## src/rtl/xcr_pkg.sv

```systemverilog
// Package for the XMODEM checksum receiver: request and result types,
// protocol characters, framing constants and register addresses.
// Depends on nothing; every rtl file imports it.
package xcr_pkg;

    localparam int OFFSET_BITS = 24;
    localparam int BLOCK_BYTES = 128;
    localparam int FIELD_W     = 24;
    localparam int QUEUE_DEPTH = 4;
    localparam int MAX_RESULTS = 3;

    // framing: header, block number, complement, then data, then checksum
    localparam logic [7:0] POS_HEADER = 8'd0;
    localparam logic [7:0] POS_BLKNUM = 8'd1;
    localparam logic [7:0] POS_CMPL   = 8'd2;
    localparam logic [7:0] POS_DATA   = 8'd3;
    localparam logic [7:0] POS_SUM    = 8'(3 + BLOCK_BYTES);

    localparam logic [7:0] CH_SOH = 8'h01;
    localparam logic [7:0] CH_EOT = 8'h04;
    localparam logic [7:0] CH_ACK = 8'h06;
    localparam logic [7:0] CH_NAK = 8'h15;

    localparam logic [1:0] ACT_START   = 2'd0;
    localparam logic [1:0] ACT_BYTE    = 2'd1;
    localparam logic [1:0] ACT_TIMEOUT = 2'd2;

    localparam logic [1:0] KIND_REPLY  = 2'd0;
    localparam logic [1:0] KIND_WRITE  = 2'd1;
    localparam logic [1:0] KIND_FINISH = 2'd2;

    localparam logic [1:0] ST_OK      = 2'd0;
    localparam logic [1:0] ST_ABORT   = 2'd1;
    localparam logic [1:0] ST_BADSUM  = 2'd2;
    localparam logic [1:0] ST_RETRIES = 2'd3;

    localparam logic [1:0] SP_MUST_NAK = 2'd0;
    localparam logic [1:0] SP_SENT_NAK = 2'd1;
    localparam logic [1:0] SP_PAST     = 2'd2;

    localparam logic [7:0] RETRY_RESET = 8'd20;
    localparam logic [7:0] BLOCK_FIRST = 8'd1;

    localparam logic REG_ONE_NAK = 1'b0;
    localparam logic REG_RETRY   = 1'b1;

    typedef struct packed {
        logic [1:0] action;
        logic [7:0] rx_byte;
    } t_request;

    typedef struct packed {
        logic [1:0]         kind;
        logic [7:0]         tx_byte;
        logic [FIELD_W-1:0] write_offset;
        logic [7:0]         write_data;
        logic [1:0]         status;
        logic [FIELD_W-1:0] length;
        logic               last;
    } t_result;

    typedef struct packed {
        logic [1:0]                   count;
        t_result [MAX_RESULTS-1:0]    res;
    } t_push;

    typedef struct packed {
        logic       one_nak_mode;
        logic [7:0] retry_limit;
    } t_cfg;

    function automatic t_result mk_reply(input logic [7:0] ch);
        t_result r;
        r         = '0;
        r.kind    = KIND_REPLY;
        r.tx_byte = ch;
        return r;
    endfunction

    function automatic t_result mk_write(input logic [OFFSET_BITS-1:0] addr,
                                         input logic [7:0] data);
        t_result r;
        r              = '0;
        r.kind         = KIND_WRITE;
        r.write_offset = FIELD_W'(addr);
        r.write_data   = data;
        return r;
    endfunction

    function automatic t_result mk_finish(input logic [1:0] st,
                                          input logic [OFFSET_BITS-1:0] len);
        t_result r;
        r        = '0;
        r.kind   = KIND_FINISH;
        r.status = st;
        r.length = FIELD_W'(len);
        return r;
    endfunction

endpackage

```

## src/rtl/xcr_regs.sv

```systemverilog
// Configuration registers behind the APB-style port.
// Depends on xcr_pkg for t_cfg and register codes.
module xcr_regs (
    input  logic          i_clk,
    input  logic          i_rst_n,
    input  logic          psel,
    input  logic          penable,
    input  logic          pwrite,
    input  logic [2:0]    paddr,
    input  logic [31:0]   pwdata,
    output logic [31:0]   prdata,
    output logic          pready,
    output xcr_pkg::t_cfg o_cfg
);
    import xcr_pkg::*;

    t_cfg r_cfg;
    logic wr_en;

    assign pready = 1'b1;
    assign wr_en  = psel && penable && pwrite;
    assign o_cfg  = r_cfg;

    // word-aligned decode: byte lane bits are not part of the address
    always_ff @(posedge i_clk) begin
        if (!i_rst_n) begin
            r_cfg.one_nak_mode <= 1'b0;
            r_cfg.retry_limit  <= RETRY_RESET;
        end else if (wr_en) begin
            unique case (paddr[2])
                REG_ONE_NAK: r_cfg.one_nak_mode <= pwdata[0];
                REG_RETRY:   r_cfg.retry_limit  <= pwdata[7:0];
                default: ;
            endcase
        end
    end

    always_comb begin
        prdata = '0;
        unique case (paddr[2])
            REG_ONE_NAK: prdata = {31'd0, r_cfg.one_nak_mode};
            REG_RETRY:   prdata = {24'd0, r_cfg.retry_limit};
            default:     prdata = '0;
        endcase
    end

endmodule

```

## src/rtl/xcr_core.sv

```systemverilog
// Framing state and reply logic: one request in, up to three results out.
// Depends on xcr_pkg for types, characters and framing constants.
module xcr_core (
    input  logic              i_clk,
    input  logic              i_rst_n,
    input  logic              i_accept,
    input  xcr_pkg::t_request i_req,
    input  xcr_pkg::t_cfg     i_cfg,
    output xcr_pkg::t_push    o_push
);
    import xcr_pkg::*;

    logic                   r_running,  n_running;
    logic [1:0]             r_phase,    n_phase;
    logic [7:0]             r_pos,      n_pos;
    logic [7:0]             r_blknum,   n_blknum;
    logic [7:0]             r_sum,      n_sum;
    logic [7:0]             r_expect,   n_expect;
    logic [7:0]             r_retries,  n_retries;
    logic [OFFSET_BITS-1:0] r_offset,   n_offset;

    always_comb begin
        t_result [MAX_RESULTS-1:0] res;
        logic [1:0] cnt;
        logic       fin;
        logic [7:0] dec;

        n_running = r_running;
        n_phase   = r_phase;
        n_pos     = r_pos;
        n_blknum  = r_blknum;
        n_sum     = r_sum;
        n_expect  = r_expect;
        n_retries = r_retries;
        n_offset  = r_offset;
        res       = '0;
        cnt       = 2'd0;
        fin       = 1'b0;
        dec       = r_retries - 8'd1;

        if (i_accept) begin
            case (i_req.action)
                ACT_START: begin
                    n_running = 1'b1;
                    n_phase   = SP_MUST_NAK;
                    n_pos     = POS_HEADER;
                    n_blknum  = 8'd0;
                    n_sum     = 8'd0;
                    n_expect  = BLOCK_FIRST;
                    n_retries = i_cfg.retry_limit;
                    n_offset  = '0;
                end
                ACT_TIMEOUT: begin
                    if (r_running) begin
                        if (r_phase == SP_MUST_NAK || !i_cfg.one_nak_mode) begin
                            res[cnt] = mk_reply(CH_NAK);
                            cnt      = cnt + 2'd1;
                        end
                        if (r_phase != SP_PAST) begin
                            n_phase = SP_SENT_NAK;
                        end else begin
                            // drop the partial record, spend one retry
                            n_pos     = POS_HEADER;
                            n_sum     = 8'd0;
                            res[cnt]  = mk_reply(CH_NAK);
                            cnt       = cnt + 2'd1;
                            n_retries = dec;
                            if (dec == 8'd0) begin
                                res[cnt] = mk_finish(ST_RETRIES, '0);
                                cnt      = cnt + 2'd1;
                                fin      = 1'b1;
                            end
                        end
                    end
                end
                ACT_BYTE: begin
                    if (r_running) begin
                        n_phase = SP_PAST;
                        if (r_pos == POS_HEADER) begin
                            if (i_req.rx_byte == CH_SOH) begin
                                n_pos = POS_BLKNUM;
                                n_sum = 8'd0;
                            end else begin
                                res[cnt] = mk_reply(CH_ACK);
                                cnt      = cnt + 2'd1;
                                if (i_req.rx_byte == CH_EOT) begin
                                    res[cnt] = mk_finish(ST_OK, r_offset);
                                end else begin
                                    res[cnt] = mk_finish(ST_ABORT, '0);
                                end
                                cnt = cnt + 2'd1;
                                fin = 1'b1;
                            end
                        end else if (r_pos == POS_BLKNUM) begin
                            n_blknum = i_req.rx_byte;
                            n_pos    = POS_CMPL;
                        end else if (r_pos == POS_CMPL) begin
                            n_pos = POS_DATA;
                        end else if (r_pos < POS_SUM) begin
                            res[cnt] = mk_write(r_offset + OFFSET_BITS'(r_pos - POS_DATA),
                                                i_req.rx_byte);
                            cnt      = cnt + 2'd1;
                            n_sum    = r_sum + i_req.rx_byte;
                            n_pos    = r_pos + 8'd1;
                        end else begin
                            n_pos = POS_HEADER;
                            n_sum = 8'd0;
                            if (r_sum != i_req.rx_byte) begin
                                res[cnt] = mk_reply(CH_NAK);
                                cnt      = cnt + 2'd1;
                                res[cnt] = mk_finish(ST_BADSUM, '0);
                                cnt      = cnt + 2'd1;
                                fin      = 1'b1;
                            end else if (r_blknum == r_expect) begin
                                n_retries = i_cfg.retry_limit;
                                n_expect  = r_expect + 8'd1;
                                n_offset  = r_offset + OFFSET_BITS'(BLOCK_BYTES);
                                res[cnt]  = mk_reply(CH_ACK);
                                cnt       = cnt + 2'd1;
                            end else begin
                                res[cnt]  = mk_reply(CH_NAK);
                                cnt       = cnt + 2'd1;
                                n_retries = dec;
                                if (dec == 8'd0) begin
                                    res[cnt] = mk_finish(ST_RETRIES, '0);
                                    cnt      = cnt + 2'd1;
                                    fin      = 1'b1;
                                end
                            end
                        end
                    end
                end
                default: ;
            endcase
        end

        if (fin) begin
            n_running = 1'b0;
            n_pos     = POS_HEADER;
            n_sum     = 8'd0;
        end
        if (cnt != 2'd0) begin
            res[cnt - 2'd1].last = 1'b1;
        end
        o_push.count = cnt;
        o_push.res   = res;
    end

    always_ff @(posedge i_clk) begin
        if (!i_rst_n) begin
            r_running <= 1'b0;
            r_phase   <= SP_MUST_NAK;
            r_pos     <= POS_HEADER;
            r_blknum  <= 8'd0;
            r_sum     <= 8'd0;
            r_expect  <= BLOCK_FIRST;
            r_retries <= RETRY_RESET;
            r_offset  <= '0;
        end else begin
            r_running <= n_running;
            r_phase   <= n_phase;
            r_pos     <= n_pos;
            r_blknum  <= n_blknum;
            r_sum     <= n_sum;
            r_expect  <= n_expect;
            r_retries <= n_retries;
            r_offset  <= n_offset;
        end
    end

endmodule

```

## src/rtl/xcr_queue.sv

```systemverilog
// Result queue: a shift line of result registers, head at entry 0.
// Takes up to three results at once; depends on xcr_pkg.
module xcr_queue (
    input  logic             i_clk,
    input  logic             i_rst_n,
    input  xcr_pkg::t_push   i_push,
    input  logic             i_stall,
    output logic             o_valid,
    output xcr_pkg::t_result o_res,
    output logic             o_full
);
    import xcr_pkg::*;

    localparam int CW = $clog2(QUEUE_DEPTH + 1);

    t_result          r_q [QUEUE_DEPTH];
    t_result          n_q [QUEUE_DEPTH];
    logic [CW-1:0]    r_count, n_count;
    logic             pop;
    logic [CW-1:0]    base;

    assign o_valid = (r_count != '0);
    assign o_res   = r_q[0];
    assign pop     = o_valid && !i_stall;
    // room for a full set of results only while at most one is waiting
    assign o_full  = (r_count > CW'(QUEUE_DEPTH - MAX_RESULTS));
    assign base    = r_count - CW'(pop);
    assign n_count = base + CW'(i_push.count);

    always_comb begin
        logic [CW-1:0] k;
        for (int j = 0; j < QUEUE_DEPTH; j++) begin
            k = CW'(j) - base;
            if (pop && j < QUEUE_DEPTH - 1) begin
                n_q[j] = r_q[j + 1];
            end else begin
                n_q[j] = r_q[j];
            end
            if (CW'(j) >= base && k < CW'(i_push.count)) begin
                n_q[j] = i_push.res[k[1:0]];
            end
        end
    end

    always_ff @(posedge i_clk) begin
        if (!i_rst_n) begin
            r_count <= '0;
        end else begin
            r_count <= n_count;
        end
    end

    always_ff @(posedge i_clk) begin
        for (int j = 0; j < QUEUE_DEPTH; j++) begin
            r_q[j] <= n_q[j];
        end
    end

endmodule

```

## src/rtl/xmodem_checksum_receiver.sv

```systemverilog
// XMODEM checksum receiver, top level.
// Depends on xcr_pkg, xcr_regs, xcr_core and xcr_queue.
//
// Receive side of XMODEM with 128-byte blocks and the 8-bit additive
// checksum. Each request is one event: start a transfer, one received byte,
// or a receive timeout (the timer lives outside). The framing state updates
// at the accepting edge and the up to three results that a request causes
// (ACK/NAK reply bytes, memory writes for data bytes, a finish record with
// status and length) land at once in a four-entry result queue that delivers
// one result per cycle while the output is not stalled. The input stall is
// raised while more than one result waits, so requests that cause one result
// each flow at one per cycle with the output unstalled; a request that causes
// two or three results occupies the output until all are delivered. Data bytes
// are written as they arrive, so a block that is later refused still leaves
// its bytes above the current offset; only the area below the reported length
// is valid. Registers (byte addresses): 0 one_nak_mode (bit 0), 4 retry_limit
// (bits 7:0, reset 20). Write them only while no results are pending.
module xmodem_checksum_receiver (
    input  logic              i_clk,
    input  logic              i_rst_n,
    input  logic              i_in_valid,
    output logic              o_in_stall,
    input  xcr_pkg::t_request i_in_req,
    output logic              o_out_valid,
    input  logic              i_out_stall,
    output xcr_pkg::t_result  o_out_res,
    input  logic              psel,
    input  logic              penable,
    input  logic              pwrite,
    input  logic [2:0]        paddr,
    input  logic [31:0]       pwdata,
    output logic [31:0]       prdata,
    output logic              pready
);
    import xcr_pkg::*;

    t_cfg  cfg;
    t_push push;
    logic  accept;
    logic  full;

    // accept a request whenever the queue can hold its worst-case results
    assign o_in_stall = full;
    assign accept     = i_in_valid && !full;

    xcr_regs u_regs (
        .i_clk   (i_clk),
        .i_rst_n (i_rst_n),
        .psel    (psel),
        .penable (penable),
        .pwrite  (pwrite),
        .paddr   (paddr),
        .pwdata  (pwdata),
        .prdata  (prdata),
        .pready  (pready),
        .o_cfg   (cfg)
    );

    xcr_core u_core (
        .i_clk    (i_clk),
        .i_rst_n  (i_rst_n),
        .i_accept (accept),
        .i_req    (i_in_req),
        .i_cfg    (cfg),
        .o_push   (push)
    );

    xcr_queue u_queue (
        .i_clk   (i_clk),
        .i_rst_n (i_rst_n),
        .i_push  (push),
        .i_stall (i_out_stall),
        .o_valid (o_out_valid),
        .o_res   (o_out_res),
        .o_full  (full)
    );

endmodule

```

## config.mk

```make
export PLATFORM = sky130hd
export DESIGN_NAME = xmodem_checksum_receiver
export DESIGN_NICKNAME = d
export VERILOG_FILES = /design/src/rtl/xcr_pkg.sv /design/src/rtl/xcr_regs.sv /design/src/rtl/xcr_core.sv /design/src/rtl/xcr_queue.sv /design/src/rtl/xmodem_checksum_receiver.sv
export SDC_FILE = /design/constraint.sdc
export NUM_CORES = 1
export LEC_CHECK = 0
export BUFFER_PORTS_ARGS = -buffer_cell sky130_fd_sc_hd__buf_4
export CAP_MARGIN = 20
export CORE_MARGIN = 1.5
export CORE_UTILIZATION = 60
export CTS_CLUSTER_SIZE = 20
export DETAILED_ROUTE_END_ITERATION = 10
export PLACE_DENSITY = 0.92
export SLEW_MARGIN = 10
export SYNTH_ARGS = -nofsm -noshare
export SYNTH_HDL_FRONTEND = slang
export SYNTH_SLANG_ARGS = --single-unit
```

## constraint.sdc

```tcl
create_clock -name i_clk -period 7.89 [get_ports i_clk]
set_input_delay 0.789 -clock i_clk [delete_from_list [all_inputs] [get_ports i_clk]]
set_output_delay 0.789 -clock i_clk [all_outputs]
set_load 0.01 [all_outputs]
```

After elaboration in Yosys (flattened, before gate mapping)
Memory sizes are Yosys's and may differ from the RTL's.
Cells that the tools add are included.
Cells by class
  reduce and logical (&&, ||, !) cells: 33
  order comparisons: 20
  $mul: 0
  eq/ne operators: 23
  divide/modulo/power cells: 0
  add/sub/neg operators: 16
  bitwise logic cells: 8
  shift-type cells: 0
  mux-type cells: 127
Operators by type and width (count)
  69-bit two-way mux: 21
  207-bit two-way mux: 5
  138-bit two-way mux: 6
  69-bit binary-select mux with 2-bit select: 4
  69-bit demux with 2-bit select: 3
  198-bit NOT: 2
  138-bit case mux with 2 select lines: 1
  8-bit two-way mux: 33
  207-bit bitwise mux: 1
  198-bit bitwise AND: 1
  66-bit by 198-bit bitwise AND with 198-bit output: 1
  24-bit two-way mux: 7
  64-bit two-way mux: 2
  8-bit case mux with 3 select lines: 3
  32-bit case mux with 2 select lines: 1
  24-bit case mux with 2 select lines: 1
  2-bit two-way mux: 19
  8-bit case mux with 2 select lines: 2
  26-bit two-way mux: 1
  24-bit adder: 1
  24-bit by 8-bit adder with 24-bit output, second input constant: 1
  2-bit by 3-bit less-than comparator with 1-bit output, second input constant: 7
  8-bit by 1-bit adder with 8-bit output, second input constant: 2
  8-bit by 1-bit == test with 1-bit output, second input constant: 2
  46 further kinds: 100
Word-level totals
  memories: 1
  bits of input ports: 52
  output and inout bits: 104
  memory bits (writable): 276
  register bits: 79
  ROM bits: 0
  latch bits: 0
  word-level logic and storage cells: 239
Memory list
  u_queue.r_q: depth 4, width 69, read ports 4, clocked after memory_dff 0, write ports 4, line xcr_queue.sv:16  | t_result r_q [QUEUE_DEPTH];

Logic depth before layout (Yosys ltp)
Gate-level depths: netlist of the first run.
  depth in word-level cells: 23
  gate-level depth with buffers: 19
  gate-level depth less buffers: 18

By module
From an unflattened synthesis of the first run, not the netlist that was laid out.
Second synthesis, totals
  cells, all modules: 2258
  area total of the unflattened synthesis: 22800.6 um2
By module, submodules not included
  xcr_queue: instances 1, cells each 1346, area each 15966.6 um2, sequential area each 8348.0 um2
  xcr_core: instances 1, cells each 837, area each 6183.4 um2, sequential area each 1201.2 um2
  xcr_regs: instances 1, cells each 74, area each 636.9 um2, sequential area each 180.2 um2
  xmodem_checksum_receiver: instances 1, cells each 1, area each 13.8 um2, sequential area each 0.0 um2

Worst setup path after synthesis of the first run
No wires, ideal clock.
  path type: flip-flop to flip-flop
  start: register, netlist name u_core.r_retries[0]
  end: memory u_queue.r_q[3][0] in the netlist's numbering, enable pin
  stages on the path, launching flop included: 11
  data required time: 7.345 ns
  arrival: 6.473 ns
  path slack: 0.872 ns
  setup time: 0.545 ns
  path buffers: 0
  period minus slack after synthesis: 7.018 ns
  cell sequence: dfxtp_1 or4_1 and4_1 and2_1 ha_1 a221o_1 and2_1 nor3_1 ha_1 nor2_1 nor3_1
RTL lines (line)
  to (decl): xcr_queue.sv:16

==> flow_summary.toml, run 1 <==
[status]
status = "finished clean"

[logic_synthesis]
async_flop_share_pct = 0
syn_inst = 1456
synth_edf_count = 232
avgSynthCellArea_um2 = 10.7
synthFlopType = "edfxtp_1"
ys_seq_elements = 304
ys_types = 80
synth_warnings = 0
ys_seq_area_share_pct = 54.1
syn_area_um2 = 15600

[worst_hold_path]
worst_hold_path.num_cells = 3
hp-start = "pwdata[4]"
hold_class = "in -> reg"
min_to = "u_regs.o_cfg[4]$_SDFFE_PN1P_"

[global_route]
grt_pass1_wl_um = 57300
grt_pass1_vias = 11139
antenna_found_initial = 1
grt_max_degree = 63
gr-total-overflow = 0
grt_usage_pct = 26.9

[detailed_routing]
drt_wl_total_um = 36300
drt_iter0_markers = 1281
drc = 0
firstDrtPassIters = 6
vias = 11854
wl_per_cell_um = 19.3
antenna_left = 0
avgViaCountPerCell = 6.31

[place]
dp_hpwl_um = 24900
dp_cells = 1821
gp_congestion = 0.958
pre_cts_ws_ps = 1740
dpl_cell_area_um2 = 16400
port_buffers = 100

[clock_tree]
cts_hold_buf = 0
cts_tree = "done"
numCtsBuffers = 31
cts_setup_buffers = 0
numClockSinks = 304
cts-resized-gates = 0
clockRootBuffer = "clkbuf_16"
clkSlewWorstSetupHoldPaths_ps = 60
clock_latency_ps = 570
clk_path_buf_depth = 3
htree_num_levels = 1

[timing]
layout_setup_ws_ps = 1710
setup_viol = 0
max-slew-margin-rel_pct = 26.4
fin_setup_tns_ps = 0
fin_crit_sh_pct = 78.4
rsz0062_at_grt = "no"
final_max_slew_viol_count = 0
hold_viol = 0
tightest_slew_ps = 1090
fin_crit_ps = 6180
finalClockSkew_ps = 32.8
max_freq_mhz = 162

[setup_path]
cp_data_required_time_ps = 8280
rrSetupSlack_ps = 1710
reg2reg_depth = 15
crit_arrival_ps = 6580
worstSetupEndpointType = "flip-flop"
cp_max_fo = 18
startpoint_type = "flip-flop"
regToRegStartpoint = "u_queue.r_count[1]$_SDFF_PN0_"
reg2reg_to = "u_queue.r_q[0][58]$_DFFE_PP_"
criticalPathCategory = "reg -> reg"

[final_layout]
diodes = 0
syn2layout_area_growth_pct = 12.0
stdcell_area_um2 = 17400
utilization_pct = 68.8
nNetsFinal = 1633
drive_above_1_share_pct = 12.7
fin_cells = 1878
layout_commonest_cell = "edfxtp_1"
final_cell_mix = "edfxtp_1 (232), nand2_1 (134), buf_4 (115)"

[flow_run]
max_cap_viol_count = 0

[floorplanning]
die-area_um2 = 26900
num_rows = 58
ios = 156
core_area_um2 = 25300
die_h_um = 164
die_w_um = 164
initial_utilization_pct = 61.4

[pwr]
power_density_nw_per_um2 = 479
vdd_ir_drop_max_uv = 556
p_leak_nw = 6.50
## how the worst max path moves through the flow
stage / start / to / slack (ps) / cells after the start
6_report: u_queue.r_count[1]$_SDFF_PN0_ / u_queue.r_q[0][58]$_DFFE_PP_ / 1710 / 15
5_1_grt: u_queue.r_count[1]$_SDFF_PN0_ / u_queue.r_q[0][58]$_DFFE_PP_ / 1300 / 15
4_1_cts: u_queue.r_count[1]$_SDFF_PN0_ / u_queue.r_q[0][58]$_DFFE_PP_ / 1820 / 15
3_5_place_dp: i_out_stall / u_queue.r_q[0][58]$_DFFE_PP_ / 1740 / 15
3_3_place_gp: i_out_stall / u_queue.r_q[0][7]$_DFFE_PP_ / 1910 / 14
2_1_floorplan: u_core.r_retries[0]$_SDFFE_PN0P_ / u_queue.r_q[3][0]$_DFFE_PP_ / 870 / 10
## metrics by stage
| step | hold slack, ps | total power [mW] |
|---|---|---|
| 2_1_floorplan | 436 | 5.82 |
| 3_3_place_gp | 444 | 6.58 |
| 3_5_place_dp | 453 | 6.84 |
| 4_1_cts | 423 | 8.33 |
| 5_1_grt | 445 | 8.75 |
| 6_report | 432 | 8.34 |
## where the power goes
group	internal, mW	switching (mW)	total [mW]
sequential	3.17	0.220	3.39
clock	0.868	0.609	1.48
combinational	1.18	2.30	3.48
total	5.21	3.13	8.34
## per-layer routing
layer	wire, um	vias up	track usage (%)
li1	-	5468	-
met1	14000	5644	34.3
met2	17800	636	46.3
met3	3140	106	3.64
met4	1270	0	11.0
met5	0	-	0
## sequential cells by signal, summed over array words and instances, names as in the netlist
| register | cells |
|---|---|
| u_core.r_retries | 8 |
| u_queue.r_count | 3 |
| u_core.r_pos | 8 |
| u_core.r_expect | 8 |
| u_core.r_phase | 2 |
| u_core.r_blknum | 8 |
| u_core.r_offset | 17 |
| u_queue.r_q | 232 |
| u_core.r_sum | 8 |
| u_core.r_running | 1 |
| u_regs.o_cfg | 9 |
## synth_stat cells (all sizes together), types with 3 or more instances
library cell,count,area share (%)
nor3b,3,0.18
a31oi,14,0.56
or3,18,0.72
a22o,107,6.0
o21ai,102,3.3
dfxtp,72,9.3
buf,50,2.2
a21boi,23,1.1
o41ai,3,0.17
nor4,12,0.56
edfxtp,232,45
a31o,4,0.23
nand3,47,1.5
nand2,137,3.3
mux2i,5,0.32
ha,55,4.4
and4,4,0.23
and2,54,2.2
o311ai,5,0.33
or4,8,0.41
or2,6,0.26
a21o,7,0.34
o211a,3,0.19
xor2,13,0.73
o31ai,7,0.37
a221o,3,0.19
nor2,102,2.5
nand4,17,0.72
a2111oi,3,0.17
o31a,3,0.17
a22oi,5,0.24
o21a,9,0.43
clkbuf,59,1.4
nor3,39,1.3
o211ai,10,0.48
xnor2,34,1.9
inv,44,1.1
nand2b,18,0.72
a21oi,61,2.0
or3b,4,0.23
nor2b,11,0.44
a211oi,7,0.34
and3,13,0.52
## critical path: stages, from the launching register on
cell	delay, ps
dfxtp_1	350
or3_1	410
nand2b_1	220
inv_1	80
ha_1	210
ha_1	510
inv_1	310
ha_1	620
inv_1	320
ha_1	360
nor2b_1	140
nor4_1	880
nand3_1	590
nor2_2	730
a22oi_1	120
o21ai_0	140
## area by class of cell
class                      count  area, um2
clock buffer                  35        811
clock inverter                22        225
fill                        1785       7900
inverter                      45        169
multi-input combinational   1027       6540
sequential                   304       8410
tap                          330        413
timing repair buffer         115        863
## logic make-up (layout without fill, tap and decap cells)
kind of cell / Yosys count / in the layout / share of synthesized area [%]
flip-flops: 304 / 304 / 54.1
XOR/XNOR: 47 / 47 / 2.65
multiplexers: 6 / 6 / 0.394
AO/OA/AOI/OAI: 388 / 388 / 17.4
AND/OR/NAND/NOR: 498 / 498 / 16.1
adder cells (fa/ha/maj): 57 / 57 / 4.68
buffers and inverters: 154 / 217 / 4.75
other: 2 / 31 / 0.0483
No activity file was read; power rests on OpenSTA's default activity.
==> run 2: changes to the inputs <==
- ABC_AREA: default -> 1
- CORE_UTILIZATION: 60 -> 54
- PLACE_DENSITY: 0.92 -> 0.88
- clock period: 7.89 -> 5.2 ns (I/O delays scaled with it)
==> run 2 against run 1 <==
Net effect: register-to-register slack got worse by 1100 ps; utilization decreased by 6.7 points; area after synthesis increased by 2.4%; non-clock buffer count increased by 8; routed wire length increased by 6.2%; clock-buffer cell count increased by 5; cell area increased by 2.8%; power increased by 44%; critical endpoint is now u_queue.r_q[0][42]$_DFFE_PP_.
==> flow_summary.toml, run 2 <==
[logic_synthesis]
synth_warnings = 0
ys_seq_elements = 304
synth_top_area_cell = "edfxtp_1"
async_flop_share_pct = 0
synth_most_common_cell = "nand2_1"
avgSynthCellArea_um2 = 8.76
synth_top_area_share_pct = 43.8
synth_area_leaders = "edfxtp_1 (44%), nand2_1 (9.6%), dfxtp_1 (9.1%)"
ys_seq_area_share_pct = 52.8
synth_edf_count = 232
ys_types = 63
syn_area_um2 = 15900
syn_inst = 1818
netlist_top_cells_count = "nand2_1 (408), edfxtp_1 (232), o21ai_0 (192)"
synthFlopType = "edfxtp_1"

[final_layout]
register_area_um2 = 8410
multiInputGateArea_um2 = 6430
layout_commonest_cell = "nand2_1"
filler_cell_count = 2375
drive_above_1_share_pct = 11.4
fin_cells = 2298
nNetsFinal = 1999
diodes = 0
stdcell_area_um2 = 17900
largest_reg_flops = 232
final_cell_mix = "nand2_1 (405), edfxtp_1 (232), o21ai_0 (192)"
syn2layout_area_growth_pct = 12.5
largest_register = "u_queue.r_q"

[setup_path]
regToRegStartpoint = "u_core.r_retries[0]$_SDFFE_PN0P_"
crit_arrival_ps = 4790
criticalPathCategory = "reg -> reg"
critPathLaunch = "u_core.r_retries[0]$_SDFFE_PN0P_"
cp_max_fo = 58
cp_cell_sequence = "inv_1 -> ha_1 -> inv_1 -> nand2_1 -> nand3_1 -> nor2_1 -> nand2_1 -> nor2_1 -> nand2_1 -> inv_1 -> ha_1 -> a21oi_1 -> inv_1 -> a21oi_2 -> ha_1 -> inv_1 -> a2111oi_2 -> clkinv_1 -> buf_4 -> nand2_2 -> buf_4"
worstSetupEndpointType = "flip-flop"
rrSetupSlack_ps = 610
crit_top_cell = "inv_1"
startpoint_type = "flip-flop"
crit_slowest_cell = "a2111oi_2"
slowest_delay_ps = 500
cp_data_required_time_ps = 5390

[global_route]
gr-total-overflow = 0
grt_max_degree = 76
grt_pass1_wl_um = 61100
grt_pass1_vias = 12610
grt_usage_pct = 24.6
antenna_found_initial = 0

[detailed_routing]
firstDrtPassIters = 5
vias = 13183
route.met3.wl_um = 2990
wl_per_cell_um = 16.8
drt_iter0_markers = 1476
avgViaCountPerCell = 5.74
drc = 0
antenna_left = 0
routed.top_layer = "met4"
routedLengthMet1_um = 15300
drt_wl_total_um = 38500
wl_met2_um = 19000

[timing]
rsz0062_at_grt = "no"
final_max_slew_viol_count = 0
fin_crit_ps = 4590
max-slew-margin-rel_pct = 40.7
finalClockSkew_ps = 18.0
tightest_slew_ps = 888
layout_setup_ws_ps = 605
max_freq_mhz = 218
hold_viol = 0
setup_viol = 0
fin_setup_tns_ps = 0
fin_crit_sh_pct = 88.4

[floorplanning]
initial_utilization_pct = 55.2
num_rows = 62
ios = 156
core_area_um2 = 28900
die_w_um = 175
die_h_um = 175
die-area_um2 = 30500

[status]
status = "finished clean"

[pwr]
vdd_ir_drop_max_uv = 824
p_leak_nw = 7.25
power_density_nw_per_um2 = 672

[place]
dp_cells = 2242
dpl_cell_area_um2 = 16900
dp_hpwl_um = 26000
gp_congestion = 0.917
port_buffers = 100
pre_cts_ws_ps = 494

[clock_tree]
numClockSinks = 304
numCtsBuffers = 30
clkSlewWorstSetupHoldPaths_ps = 60
cts-resized-gates = 0
htree_num_levels = 1
cts_tree = "done"
clockRootBuffer = "clkbuf_16"
clk_path_buf_depth = 3
cts_hold_buf = 0
clock_latency_ps = 570
cts_setup_buffers = 0

[worst_hold_path]
hold_class = "in -> reg"
hp-start = "pwdata[2]"

[flow_run]
max_cap_viol_count = 0
## run 2: cell count changes in the layout (fill, tap and decap cells not counted), sizes merged, moves of 11 or more
cell and change:
a21boi -23, o21ai +112, and2 -52, or3 -18, nor3 -16, nand2 +273
a21oi +32, inv +124, nand3 +80, xnor2 -29, nor2b -11, nor2 +88
a22o -107, nand2b -18
## run 2: per-stage QoR
step	total power, mW	hold WS, ps	util [%]
floorplan	8.01	444	-
global placement	9.59	455	58.7
detailed placement	9.84	461	58.7
CTS	12.0	161	62.1
global route	12.7	180	62.1
finish	12.0	173	62.1
## run 2: worst paths after layout
check,endpoint,cells past startpoint
worst min register to register,u_core.r_blknum[7]$_SDFFE_PN0P_,2
worst min-delay path,u_regs.o_cfg[2]$_SDFFE_PN1P_,3
worst max register to register,u_queue.r_q[0][42]$_DFFE_PP_,21
worst max-delay path,u_queue.r_q[0][42]$_DFFE_PP_,21
## run 2: worst max-delay path, delay by kind of cell (launching register included)
family / cells / cell delay (ps)
adders and majority gates: 3 / 690
buffers and inverters: 8 / 1470
DFF: 1 / 330
and+or+nand+nor: 7 / 700
AOI/OAI and AO/OA: 3 / 980
## run 2: metal layers
metal	vias to the layer above	GRT usage, %
met1	6211	30.0
met5	-	0
li1	6251	-
met4	0	9.79
met2	627	43.6
met3	94	4.03
## run 2: cell type report
type / count / area share (%)
inverter: 172 / 3.60
clock buffer: 40 / 4.58
multi-input combinational: 1259 / 35.9
clock inverter: 16 / 0.880
tap: 384 / 2.68
sequential: 304 / 46.9
timing repair buffer: 123 / 5.43
## run 2: report_power, final
part | switching [mW] | internal, mW | leakage (nW)
Clock | 0.916 | 1.25 | 0.463
Combinational | 3.70 | 1.39 | 4.02
Sequential | 0.287 | 4.49 | 2.77
Total | 4.90 | 7.13 | 7.25
## run 2: cells by family (layout without fill, tap and decap cells)
| logic type | Yosys count | in the layout | share of synthesized area [%] |
|---|---|---|---|
| DFF | 304 | 304 | 52.8 |
| xor gates and xnor gates | 27 | 27 | 1.49 |
| other | 2 | 31 | 0.0472 |
| and+or+nand+nor | 791 | 791 | 21.3 |
| adders and majority gates | 57 | 57 | 4.57 |
| buffers and inverters | 284 | 351 | 7.66 |
| AOI/OAI and AO/OA | 353 | 353 | 12.1 |
